[src/rtl/core/mcp_pkg.sv]
// ---------------------------------------------------------------------------
// mcp_pkg
// Shared widths, limits and types of the midpoint circle point generator.
// ---------------------------------------------------------------------------
package mcp_pkg;

    // field widths
    localparam int CX_W  = 12;
    localparam int R_W   = 6;
    localparam int PT_W  = 14;

    // generator arithmetic widths
    localparam int ERR_W  = 11;
    localparam int STEP_W = 8;
    localparam int CNT_W  = 7;

    // default radius bound and per-circle group limit
    localparam int MAX_RADIUS_DEF = 40;
    localparam int RESULT_LIMIT   = 64;

    // circles held between front and back
    localparam int QUEUE_DEPTH = 2;

    // stream word widths
    localparam int S_DATA_W = 32;
    localparam int M_DATA_W = 8 * PT_W;

    // one circle as it travels through the queue
    typedef struct packed {
        logic [CX_W-1:0] cx;
        logic [CX_W-1:0] cy;
        logic [R_W-1:0]  r;
    } circle_t;

    // queue fill status seen by both sides
    typedef struct packed {
        logic empty;
        logic full;
    } q_flags_t;

endpackage

[src/rtl/core/mcp_front.sv]
// ---------------------------------------------------------------------------
// mcp_front
// Input side: takes circle words, bounds the radius and pushes the queue.
// ---------------------------------------------------------------------------
module mcp_front
    import mcp_pkg::*;
#(
    parameter int MAX_RADIUS = MAX_RADIUS_DEF
) (
    input  logic                s_axis_tvalid,
    output logic                s_axis_tready,
    // fields from bit 0: center_x[11:0], center_y[23:12], circle_radius[29:24]
    input  logic [S_DATA_W-1:0] s_axis_tdata,
    input  q_flags_t            q_flags,
    output logic                wr_en,
    output circle_t             wr_data
);

    logic [R_W-1:0] r_in;

    // accept whenever the queue has a free slot
    assign s_axis_tready = !q_flags.full;
    assign wr_en         = s_axis_tvalid && !q_flags.full;

    // unpack and saturate the radius to the bound
    assign r_in       = s_axis_tdata[2*CX_W +: R_W];
    assign wr_data.cx = s_axis_tdata[0 +: CX_W];
    assign wr_data.cy = s_axis_tdata[CX_W +: CX_W];
    assign wr_data.r  = (r_in > R_W'(MAX_RADIUS)) ? R_W'(MAX_RADIUS) : r_in;

endmodule

[src/rtl/core/mcp_queue.sv]
// ---------------------------------------------------------------------------
// mcp_queue
// Short circle queue that decouples the input side from the generator.
// ---------------------------------------------------------------------------
module mcp_queue
    import mcp_pkg::*;
#(
    parameter int DEPTH = QUEUE_DEPTH
) (
    input  logic     aclk,
    input  logic     aresetn,
    input  logic     wr_en,
    input  circle_t  wr_data,
    input  logic     rd_en,
    output circle_t  rd_data,
    output q_flags_t q_flags
);

    localparam int PTR_W = $clog2(DEPTH);
    localparam int CNT_QW = $clog2(DEPTH + 1);

    circle_t            mem [DEPTH];
    logic [PTR_W-1:0]   wr_ptr_reg, wr_ptr_next;
    logic [PTR_W-1:0]   rd_ptr_reg, rd_ptr_next;
    logic [CNT_QW-1:0]  cnt_reg, cnt_next;
    logic               do_wr, do_rd;

    assign q_flags.empty = (cnt_reg == '0);
    assign q_flags.full  = (cnt_reg == CNT_QW'(DEPTH));
    assign do_wr         = wr_en && !q_flags.full;
    assign do_rd         = rd_en && !q_flags.empty;
    assign rd_data       = mem[rd_ptr_reg];

    // pointer and count update
    always_comb begin
        wr_ptr_next = wr_ptr_reg;
        rd_ptr_next = rd_ptr_reg;
        cnt_next    = cnt_reg;
        if (do_wr) begin
            wr_ptr_next = (wr_ptr_reg == PTR_W'(DEPTH - 1)) ? '0 : wr_ptr_reg + 1'b1;
        end
        if (do_rd) begin
            rd_ptr_next = (rd_ptr_reg == PTR_W'(DEPTH - 1)) ? '0 : rd_ptr_reg + 1'b1;
        end
        if (do_wr && !do_rd) begin
            cnt_next = cnt_reg + 1'b1;
        end else if (do_rd && !do_wr) begin
            cnt_next = cnt_reg - 1'b1;
        end
    end

    always_ff @(posedge aclk) begin
        if (!aresetn) begin
            wr_ptr_reg <= '0;
            rd_ptr_reg <= '0;
            cnt_reg    <= '0;
        end else begin
            wr_ptr_reg <= wr_ptr_next;
            rd_ptr_reg <= rd_ptr_next;
            cnt_reg    <= cnt_next;
        end
    end

    // entry storage
    always_ff @(posedge aclk) begin
        if (do_wr) begin
            mem[wr_ptr_reg] <= wr_data;
        end
    end

endmodule

[src/rtl/core/mcp_gen.sv]
// ---------------------------------------------------------------------------
// mcp_gen
// Back end: midpoint stepper that emits one point group per cycle, while the
// output is not stalled, into a registered output word.
// ---------------------------------------------------------------------------
module mcp_gen
    import mcp_pkg::*;
(
    input  logic                aclk,
    input  logic                aresetn,
    input  q_flags_t            q_flags,
    input  circle_t             rd_data,
    output logic                rd_en,
    output logic                m_axis_tvalid,
    input  logic                m_axis_tready,
    // fields from bit 0: pt0_x, pt0_y, pt1_x, pt1_y, pt2_x, pt2_y, pt3_x, pt3_y
    output logic [M_DATA_W-1:0] m_axis_tdata,
    output logic                m_axis_tlast
);

    typedef enum logic [2:0] {
        ST_IDLE   = 3'b001,
        ST_STEP_A = 3'b010,
        ST_STEP_B = 3'b100
    } gen_state_t;

    gen_state_t                state_reg, state_next;
    logic [CX_W-1:0]           cx_reg, cx_next;
    logic [CX_W-1:0]           cy_reg, cy_next;
    logic [R_W-1:0]            a_reg, a_next;
    logic [R_W-1:0]            b_reg, b_next;
    logic signed [ERR_W-1:0]   err_reg, err_next;
    logic signed [STEP_W-1:0]  dx_reg, dx_next;
    logic signed [STEP_W-1:0]  dy_reg, dy_next;
    logic [CNT_W-1:0]          n_reg, n_next;
    logic                      m_valid_reg, m_valid_next;
    logic [M_DATA_W-1:0]       m_data_reg, m_data_next;
    logic                      m_last_reg, m_last_next;

    logic                      out_free;
    logic                      emit;
    logic                      err_ge;
    logic [R_W-1:0]            a_step, b_step;
    logic signed [STEP_W-1:0]  dx_step, dy_step;
    logic signed [ERR_W-1:0]   err_half, err_step;
    logic                      more_steps;

    // one coordinate: center plus or minus an offset, 14-bit wrap
    function automatic logic [PT_W-1:0] coord(input logic [CX_W-1:0] c,
                                              input logic [R_W-1:0] o,
                                              input logic neg);
        logic [PT_W-1:0] ce, oe;
        ce = PT_W'(c);
        oe = PT_W'(o);
        return neg ? (ce - oe) : (ce + oe);
    endfunction

    // four mirrored points (c+u, c+v), (c-u, c+v), (c+u, c-v), (c-u, c-v)
    function automatic logic [M_DATA_W-1:0] mirror4(input logic [CX_W-1:0] cx,
                                                    input logic [CX_W-1:0] cy,
                                                    input logic [R_W-1:0] u,
                                                    input logic [R_W-1:0] v);
        return {coord(cy, v, 1'b1), coord(cx, u, 1'b1),
                coord(cy, v, 1'b1), coord(cx, u, 1'b0),
                coord(cy, v, 1'b0), coord(cx, u, 1'b1),
                coord(cy, v, 1'b0), coord(cx, u, 1'b0)};
    endfunction

    // axis points: top, bottom, left, right
    function automatic logic [M_DATA_W-1:0] axis4(input logic [CX_W-1:0] cx,
                                                  input logic [CX_W-1:0] cy,
                                                  input logic [R_W-1:0] r);
        return {coord(cy, '0, 1'b0), coord(cx, r, 1'b0),
                coord(cy, '0, 1'b0), coord(cx, r, 1'b1),
                coord(cy, r, 1'b1),  coord(cx, '0, 1'b0),
                coord(cy, r, 1'b0),  coord(cx, '0, 1'b0)};
    endfunction

    assign out_free = !m_valid_reg || m_axis_tready;
    assign rd_en    = (state_reg == ST_IDLE) && !q_flags.empty && out_free;

    // one midpoint decision step
    assign err_ge   = !err_reg[ERR_W-1];
    assign b_step   = err_ge ? b_reg - 1'b1 : b_reg;
    assign dy_step  = err_ge ? dy_reg + STEP_W'(2) : dy_reg;
    assign err_half = err_ge ? err_reg + ERR_W'(dy_step) : err_reg;
    assign a_step   = a_reg + 1'b1;
    assign dx_step  = dx_reg + STEP_W'(2);
    assign err_step = err_half + ERR_W'(dx_step);

    // after a second group: another step if offsets allow and groups remain
    assign more_steps = (a_reg < b_reg)
                        && ((({1'b0, n_reg}) + (CNT_W+1)'(4)) <= (CNT_W+1)'(RESULT_LIMIT));

    // sequencer
    always_comb begin
        state_next  = state_reg;
        cx_next     = cx_reg;
        cy_next     = cy_reg;
        a_next      = a_reg;
        b_next      = b_reg;
        err_next    = err_reg;
        dx_next     = dx_reg;
        dy_next     = dy_reg;
        n_next      = n_reg;
        m_data_next = m_data_reg;
        m_last_next = m_last_reg;
        emit        = 1'b0;
        unique case (state_reg)
            ST_IDLE: begin
                if (rd_en) begin
                    emit        = 1'b1;
                    cx_next     = rd_data.cx;
                    cy_next     = rd_data.cy;
                    a_next      = '0;
                    b_next      = rd_data.r;
                    err_next    = ERR_W'(1) - ERR_W'(rd_data.r);
                    dx_next     = STEP_W'(1);
                    dy_next     = STEP_W'(0) - STEP_W'({rd_data.r, 1'b0});
                    n_next      = CNT_W'(1);
                    m_data_next = axis4(rd_data.cx, rd_data.cy, rd_data.r);
                    m_last_next = (rd_data.r == '0);
                    state_next  = (rd_data.r == '0) ? ST_IDLE : ST_STEP_A;
                end
            end
            ST_STEP_A: begin
                if (out_free) begin
                    emit        = 1'b1;
                    a_next      = a_step;
                    b_next      = b_step;
                    err_next    = err_step;
                    dx_next     = dx_step;
                    dy_next     = dy_step;
                    m_data_next = mirror4(cx_reg, cy_reg, a_step, b_step);
                    m_last_next = 1'b0;
                    state_next  = ST_STEP_B;
                end
            end
            ST_STEP_B: begin
                if (out_free) begin
                    emit        = 1'b1;
                    n_next      = n_reg + CNT_W'(2);
                    m_data_next = mirror4(cx_reg, cy_reg, b_reg, a_reg);
                    m_last_next = !more_steps;
                    state_next  = more_steps ? ST_STEP_A : ST_IDLE;
                end
            end
            default: begin
                state_next = ST_IDLE;
            end
        endcase
    end

    // output word register
    always_comb begin
        if (emit) begin
            m_valid_next = 1'b1;
        end else if (m_axis_tready) begin
            m_valid_next = 1'b0;
        end else begin
            m_valid_next = m_valid_reg;
        end
    end

    always_ff @(posedge aclk) begin
        if (!aresetn) begin
            state_reg   <= ST_IDLE;
            m_valid_reg <= 1'b0;
            n_reg       <= '0;
        end else begin
            state_reg   <= state_next;
            m_valid_reg <= m_valid_next;
            n_reg       <= n_next;
        end
    end

    // working registers and payload
    always_ff @(posedge aclk) begin
        cx_reg     <= cx_next;
        cy_reg     <= cy_next;
        a_reg      <= a_next;
        b_reg      <= b_next;
        err_reg    <= err_next;
        dx_reg     <= dx_next;
        dy_reg     <= dy_next;
        m_data_reg <= m_data_next;
        m_last_reg <= m_last_next;
    end

    assign m_axis_tvalid = m_valid_reg;
    assign m_axis_tdata  = m_data_reg;
    assign m_axis_tlast  = m_last_reg;

    // checks
    a_stall_holds: assert property (@(posedge aclk) disable iff (!aresetn)
        (m_valid_reg && !m_axis_tready) |=> m_valid_reg)
        else $error("output word dropped while stalled");

    a_last_idle: assert property (@(posedge aclk) disable iff (!aresetn)
        (m_valid_reg && m_last_reg) |-> (state_reg == ST_IDLE))
        else $error("last word shown while stepper still busy");

    a_step_order: assert property (@(posedge aclk) disable iff (!aresetn)
        (state_reg == ST_STEP_A) |-> (a_reg < b_reg))
        else $error("step entered with x offset not below y offset");

    a_group_limit: assert property (@(posedge aclk) disable iff (!aresetn)
        (state_reg != ST_IDLE) |-> (n_reg <= CNT_W'(RESULT_LIMIT - 2)))
        else $error("group count past limit");

endmodule

[src/rtl/core/midpoint_circle_points.sv]
// ---------------------------------------------------------------------------
// midpoint_circle_points
// Midpoint circle outline generator, four points per output word.
// ---------------------------------------------------------------------------
// Each input word is one circle (center and radius, radius bounded to
// MAX_RADIUS). The output is a run of words of four points each: first the
// four axis points, then two words per midpoint step, tlast on the final
// word. The generator emits one word per cycle while the output is not
// stalled. A two-entry queue in front of the generator takes new circles
// while the current one is still running, and the registered output lets
// the generator keep going until the output side stalls. No clearing pass
// after reset.
module midpoint_circle_points
    import mcp_pkg::*;
#(
    parameter int MAX_RADIUS = MAX_RADIUS_DEF
) (
    input  logic                aclk,
    input  logic                aresetn,
    input  logic                s_axis_tvalid,
    output logic                s_axis_tready,
    // fields from bit 0: center_x[11:0], center_y[23:12], circle_radius[29:24]
    input  logic [S_DATA_W-1:0] s_axis_tdata,
    output logic                m_axis_tvalid,
    input  logic                m_axis_tready,
    // fields from bit 0: pt0_x, pt0_y, pt1_x, pt1_y, pt2_x, pt2_y, pt3_x, pt3_y
    output logic [M_DATA_W-1:0] m_axis_tdata,
    output logic                m_axis_tlast
);

    q_flags_t q_flags;
    logic     wr_en;
    circle_t  wr_data;
    logic     rd_en;
    circle_t  rd_data;

    // input side
    mcp_front #(
        .MAX_RADIUS (MAX_RADIUS)
    ) u_front (
        .s_axis_tvalid (s_axis_tvalid),
        .s_axis_tready (s_axis_tready),
        .s_axis_tdata  (s_axis_tdata),
        .q_flags       (q_flags),
        .wr_en         (wr_en),
        .wr_data       (wr_data)
    );

    // circle queue
    mcp_queue #(
        .DEPTH (QUEUE_DEPTH)
    ) u_queue (
        .aclk    (aclk),
        .aresetn (aresetn),
        .wr_en   (wr_en),
        .wr_data (wr_data),
        .rd_en   (rd_en),
        .rd_data (rd_data),
        .q_flags (q_flags)
    );

    // point generator
    mcp_gen u_gen (
        .aclk          (aclk),
        .aresetn       (aresetn),
        .q_flags       (q_flags),
        .rd_data       (rd_data),
        .rd_en         (rd_en),
        .m_axis_tvalid (m_axis_tvalid),
        .m_axis_tready (m_axis_tready),
        .m_axis_tdata  (m_axis_tdata),
        .m_axis_tlast  (m_axis_tlast)
    );

endmodule
[config.mk]
export PLATFORM = sky130hd
export DESIGN_NAME = midpoint_circle_points
export DESIGN_NICKNAME = d
export VERILOG_FILES = /design/src/rtl/core/mcp_pkg.sv /design/src/rtl/core/mcp_front.sv /design/src/rtl/core/mcp_queue.sv /design/src/rtl/core/mcp_gen.sv /design/src/rtl/core/midpoint_circle_points.sv
export SDC_FILE = /design/constraint.sdc
export NUM_CORES = 1
export LEC_CHECK = 0
export CAP_MARGIN = 20
export CORE_MARGIN = 2
export CORE_UTILIZATION = 40
export CTS_CLUSTER_SIZE = 25
export DETAILED_ROUTE_END_ITERATION = 7
export DONT_BUFFER_PORTS = 1
export MAX_ROUTING_LAYER = met4
export PLACE_DENSITY = 0.64
export RECOVER_POWER = 25
export SLEW_MARGIN = 20
export SYNTH_ARGS = -nofsm -noshare
export SYNTH_HDL_FRONTEND = slang
export SYNTH_SLANG_ARGS = --single-unit
[constraint.sdc]
create_clock -name aclk -period 5.28 [get_ports aclk]
set_input_delay 0.264 -clock aclk [delete_from_list [all_inputs] [get_ports aclk]]
set_output_delay 0.264 -clock aclk [all_outputs]
set_load 0.05 [all_outputs]
==> key figures <==
Outcome
  – Status: finished clean

Synthesis
  – Largest family of logic cells by synthesized area: compound AO/OA/AOI/OAI gates
  – Ys Warns: 0
  – Mapped Area: approximately 0.014 mm²
  – Post-synth top cells: edfxtp_1, o21ai_0, nor2_1
  – Number of synthesized flops with an enable pin: 212
  – Post-Synth XOR/XNOR Area: 0.0663
  – Largest area contributor in the netlist: edfxtp_1
  – Top area cells in the synthesized netlist: edfxtp_1, ha_1, o21ai_0
  – Main flop type after synthesis: edfxtp_1
  – Sequential area share after synthesis: 0.473
  – Synth unique cells: 78
  – Synth Register Bits: 228
  – Synth top area share: 0.450
  – Syn Area/Cell: between 10 and 15 µm²
  – Mapped Cells: between 1,000 and 1,500
  – Simple-gate share of the synthesized area: 0.110
  – Asr flop ratio synth: 0
  – Most frequent cell after synthesis: edfxtp_1
  – Area share of fa/ha/maj cells after synthesis: 0.107
  – Multiplexer share of the synthesized area: 0.0313
  – Post-synthesis compound-gate area fraction: 0.161

Worst setup path
  – Worst Setup Start Kind: flip-flop
  – CP required: around 5500 ps
  – CP endpoint kind: flip-flop
  – Arrival @ worst endpoint: 4510 ps
  – Slowest-stage cell, CP: edfxtp_1
  – Worst-path cell chain: buf_4 -> xnor2_1 -> ha_1 -> inv_1 -> fa_1 -> o21ai_0 -> a221o_1 -> a21o_1 -> a21oi_1 -> xor2_1 -> o21ai_0 -> ha_1 -> or3_1 -> o21ai_0 -> a21oi_1 -> xnor2_1 -> xnor2_1 -> o21ai_0
  – Crit-path max FO: 14
  – Worst stage delay on the critical path: roughly 580 ps
  – CP most frequent cell: o21ai_0
  – WS Path Type: reg -> reg

STA
  – Clock skew: 16.5 ps
  – Final Hold Fails: 0
  – Worst-Margin Slew: about 1100 ps
  – RSZ-0062 raised after global routing: false
  – Period utilisation layout: 0.805
  – Slew Viols, Final: 0
  – Final setup fails: 0
  – Post-layout min period: around 4200 ps
  – F_max: 235 MHz
  – Slew HR: 0.265
  – Fin Setup TNS: 0 ps

Clock tree
  – CTS clk-pin slew, worst paths: around 60 ps
  – Clock root cell: clkbuf_16
  – H-tree levels: 1
  – TritonCTS buffer count: 26
  – CTS tree: yes
  – Clk_lat worst skew: 550 ps
  – CTS max path bufs: 3
  – Clock Sinks: ~230

Cells and area
  – # fillers: approximately 3,300
  – Post-layout net count: 1,499
  – Ratio of cells with drive above 1 in the final layout: 0.0694
  – Max reg flops: 90
  – P&R area growth vs syn: 11.1%

Die
  – Core Region: about 0.035 mm²
  – Die width: approximately 190 µm
  – IO Count: 151
  – Die Ht: just under 200 µm
  – Initial core utilization: 0.407
  – Core Rows: a little under 70
  – Die ar.: roughly 0.037 mm²

Route
  – Initial DRT Pass Iterations: 6
  – WL final: 35.1 mm
  – Routed Antenna Nets: 0
  – DR iter-0 viols: ~740
  – Drt via density: ~5.5
  – Via count: between 10,000 and 15,000
  – Post-detailed-route wirelength per cell: 19.2 µm
  – Post-route DRC: 0

Placement
  – HPWL Detailed: 25.4 mm
  – Placer Congestion: about 0.87
  – IO buf count: 0

Global route
  – GRT Total Usage: 0.198
  – Pin count of the biggest net entering global routing: between 80 and 90
  – Grt ovf: 0
  – Global-route wire length before repair: between 50 and 60 mm
  – Initial antenna violation count: 1
  – Vias in the first global route: between 10,000 and 15,000

Flow run
  – Max-cap violations: 0

Worst hold path
  – Hold Path Class: in -> reg
-- cell families (layout without fill, tap and decap cells) --
| kind of cell | after synthesis | after routing |
|---|---|---|
| compound gates | 366 | 366 |
| simple gates | 323 | 323 |
| flops | 228 | 228 |
| buf+inv | 162 | 189 |
| fa+ha+maj | 113 | 113 |
| xor+xnor | 107 | 107 |
| mux | 41 | 41 |
| other cells | 1 | 3 |
-- worst paths after layout --
| kind | start | endpoint | slack, ps | cells past startpoint |
|---|---|---|---|---|
| worst max-delay path | u_gen.err_reg[10]$_DFFE_PP_ | u_gen.err_reg[10]$_DFFE_PP_ | 1030 | 18 |
| worst min-delay path | s_axis_tdata[28] | u_queue.mem[0][4]$_DFFE_PP_ | 30 | 1 |
| worst max register to register | u_gen.err_reg[10]$_DFFE_PP_ | u_gen.err_reg[10]$_DFFE_PP_ | 1030 | 18 |
| worst min register to register | u_gen.n_reg[0]$_SDFFE_PN0P_ | u_gen.n_reg[0]$_SDFFE_PN0P_ | 500 | 1 |
-- repair_timing --
item / CTS / global route
hold buffers: 31 / 0
endpoints found under the hold margin: 76 / 0
gates resized for setup: 0 / 0
setup buffers: 0 / 0
endpoints found under the setup margin: 0 / 0
-- layout by cell type, fill, tap and decap left out, types with 4 or more instances in the layout --
master,netlist,layout
o31ai_1,12,12
a21boi_0,9,9
mux2_2,13,13
fa_1,13,13
nor2b_1,14,14
nor4_1,7,7
inv_2,4,4
nor3_1,12,12
mux2i_1,26,26
clkinvlp_4,0,4
xor2_1,39,39
inv_1,90,90
o22ai_1,10,10
nand4_1,5,5
xnor2_1,68,68
o21ai_1,6,6
nand3_1,17,17
dfxtp_1,16,16
ha_1,100,100
o21a_1,13,13
a22oi_1,11,11
a22o_1,4,4
a21oi_1,76,76
o21bai_1,19,19
a21o_1,24,24
nor2_1,102,100
dlygate4sd3_1,0,31
or3_1,4,4
and2_1,17,14
and3_1,13,13
o21ai_0,131,131
nand2b_1,20,20
o221ai_1,10,10
clkbuf_16,0,27
o211ai_1,5,5
nand2_1,95,95
buf_4,23,15
clkbuf_1,26,5
edfxtp_1,212,212
-- layout make-up --
type | instances | area (µm²) | area share
timing repair buffer | 48 | 463 | 0.0295
clock inverter | 15 | 170 | 0.0108
antenna | 1 | 2.50 | 0.000159
inverter | 94 | 353 | 0.0225
clock buffer | 32 | 694 | 0.0442
tap | 455 | 569 | 0.0362
sequential | 228 | 6690 | 0.426
multi-input combinational | 952 | 6770 | 0.431
-- routing by layer --
metal | up-vias | part of all wire | GRT usage
li1 | 4837 | - | -
met1 | 4791 | 0.46 | 0.263
met2 | 319 | 0.46 | 0.314
met3 | 68 | 0.050 | 0.0248
met4 | 0 | 0.029 | 0.0640
met5 | - | 0 | -
-- metrics by stage --
step / hold WS, ps / util / setup slack [ps] / cell area [µm²] / cells
2_1_floorplan: 363 / - / 1250 / 14200 / 1342
3_3_place_gp: 332 / 0.419 / 1150 / 14500 / 1746
3_5_place_dp: 331 / 0.419 / 1070 / 14500 / 1746
4_1_cts: 7.84 / 0.452 / 1030 / 15700 / 1824
5_1_grt: 17.6 / 0.453 / 682 / 15700 / 1825
6_report: 30.0 / 0.453 / 1030 / 15700 / 1825
-- critical path: cells and delay by family, from the launching register on --
kind	cells	cell delay, ps
AO/OA/AOI/OAI	8	1150
XOR/XNOR	4	710
adder cells (fa/ha/maj)	3	830
buffers and inverters	2	340
flip-flops	1	580
AND/OR/NAND/NOR	1	340
Power is left out: the tool's default activity adds up to more than one toggle a clock period on the data nets, which glitch-free logic cannot reach.
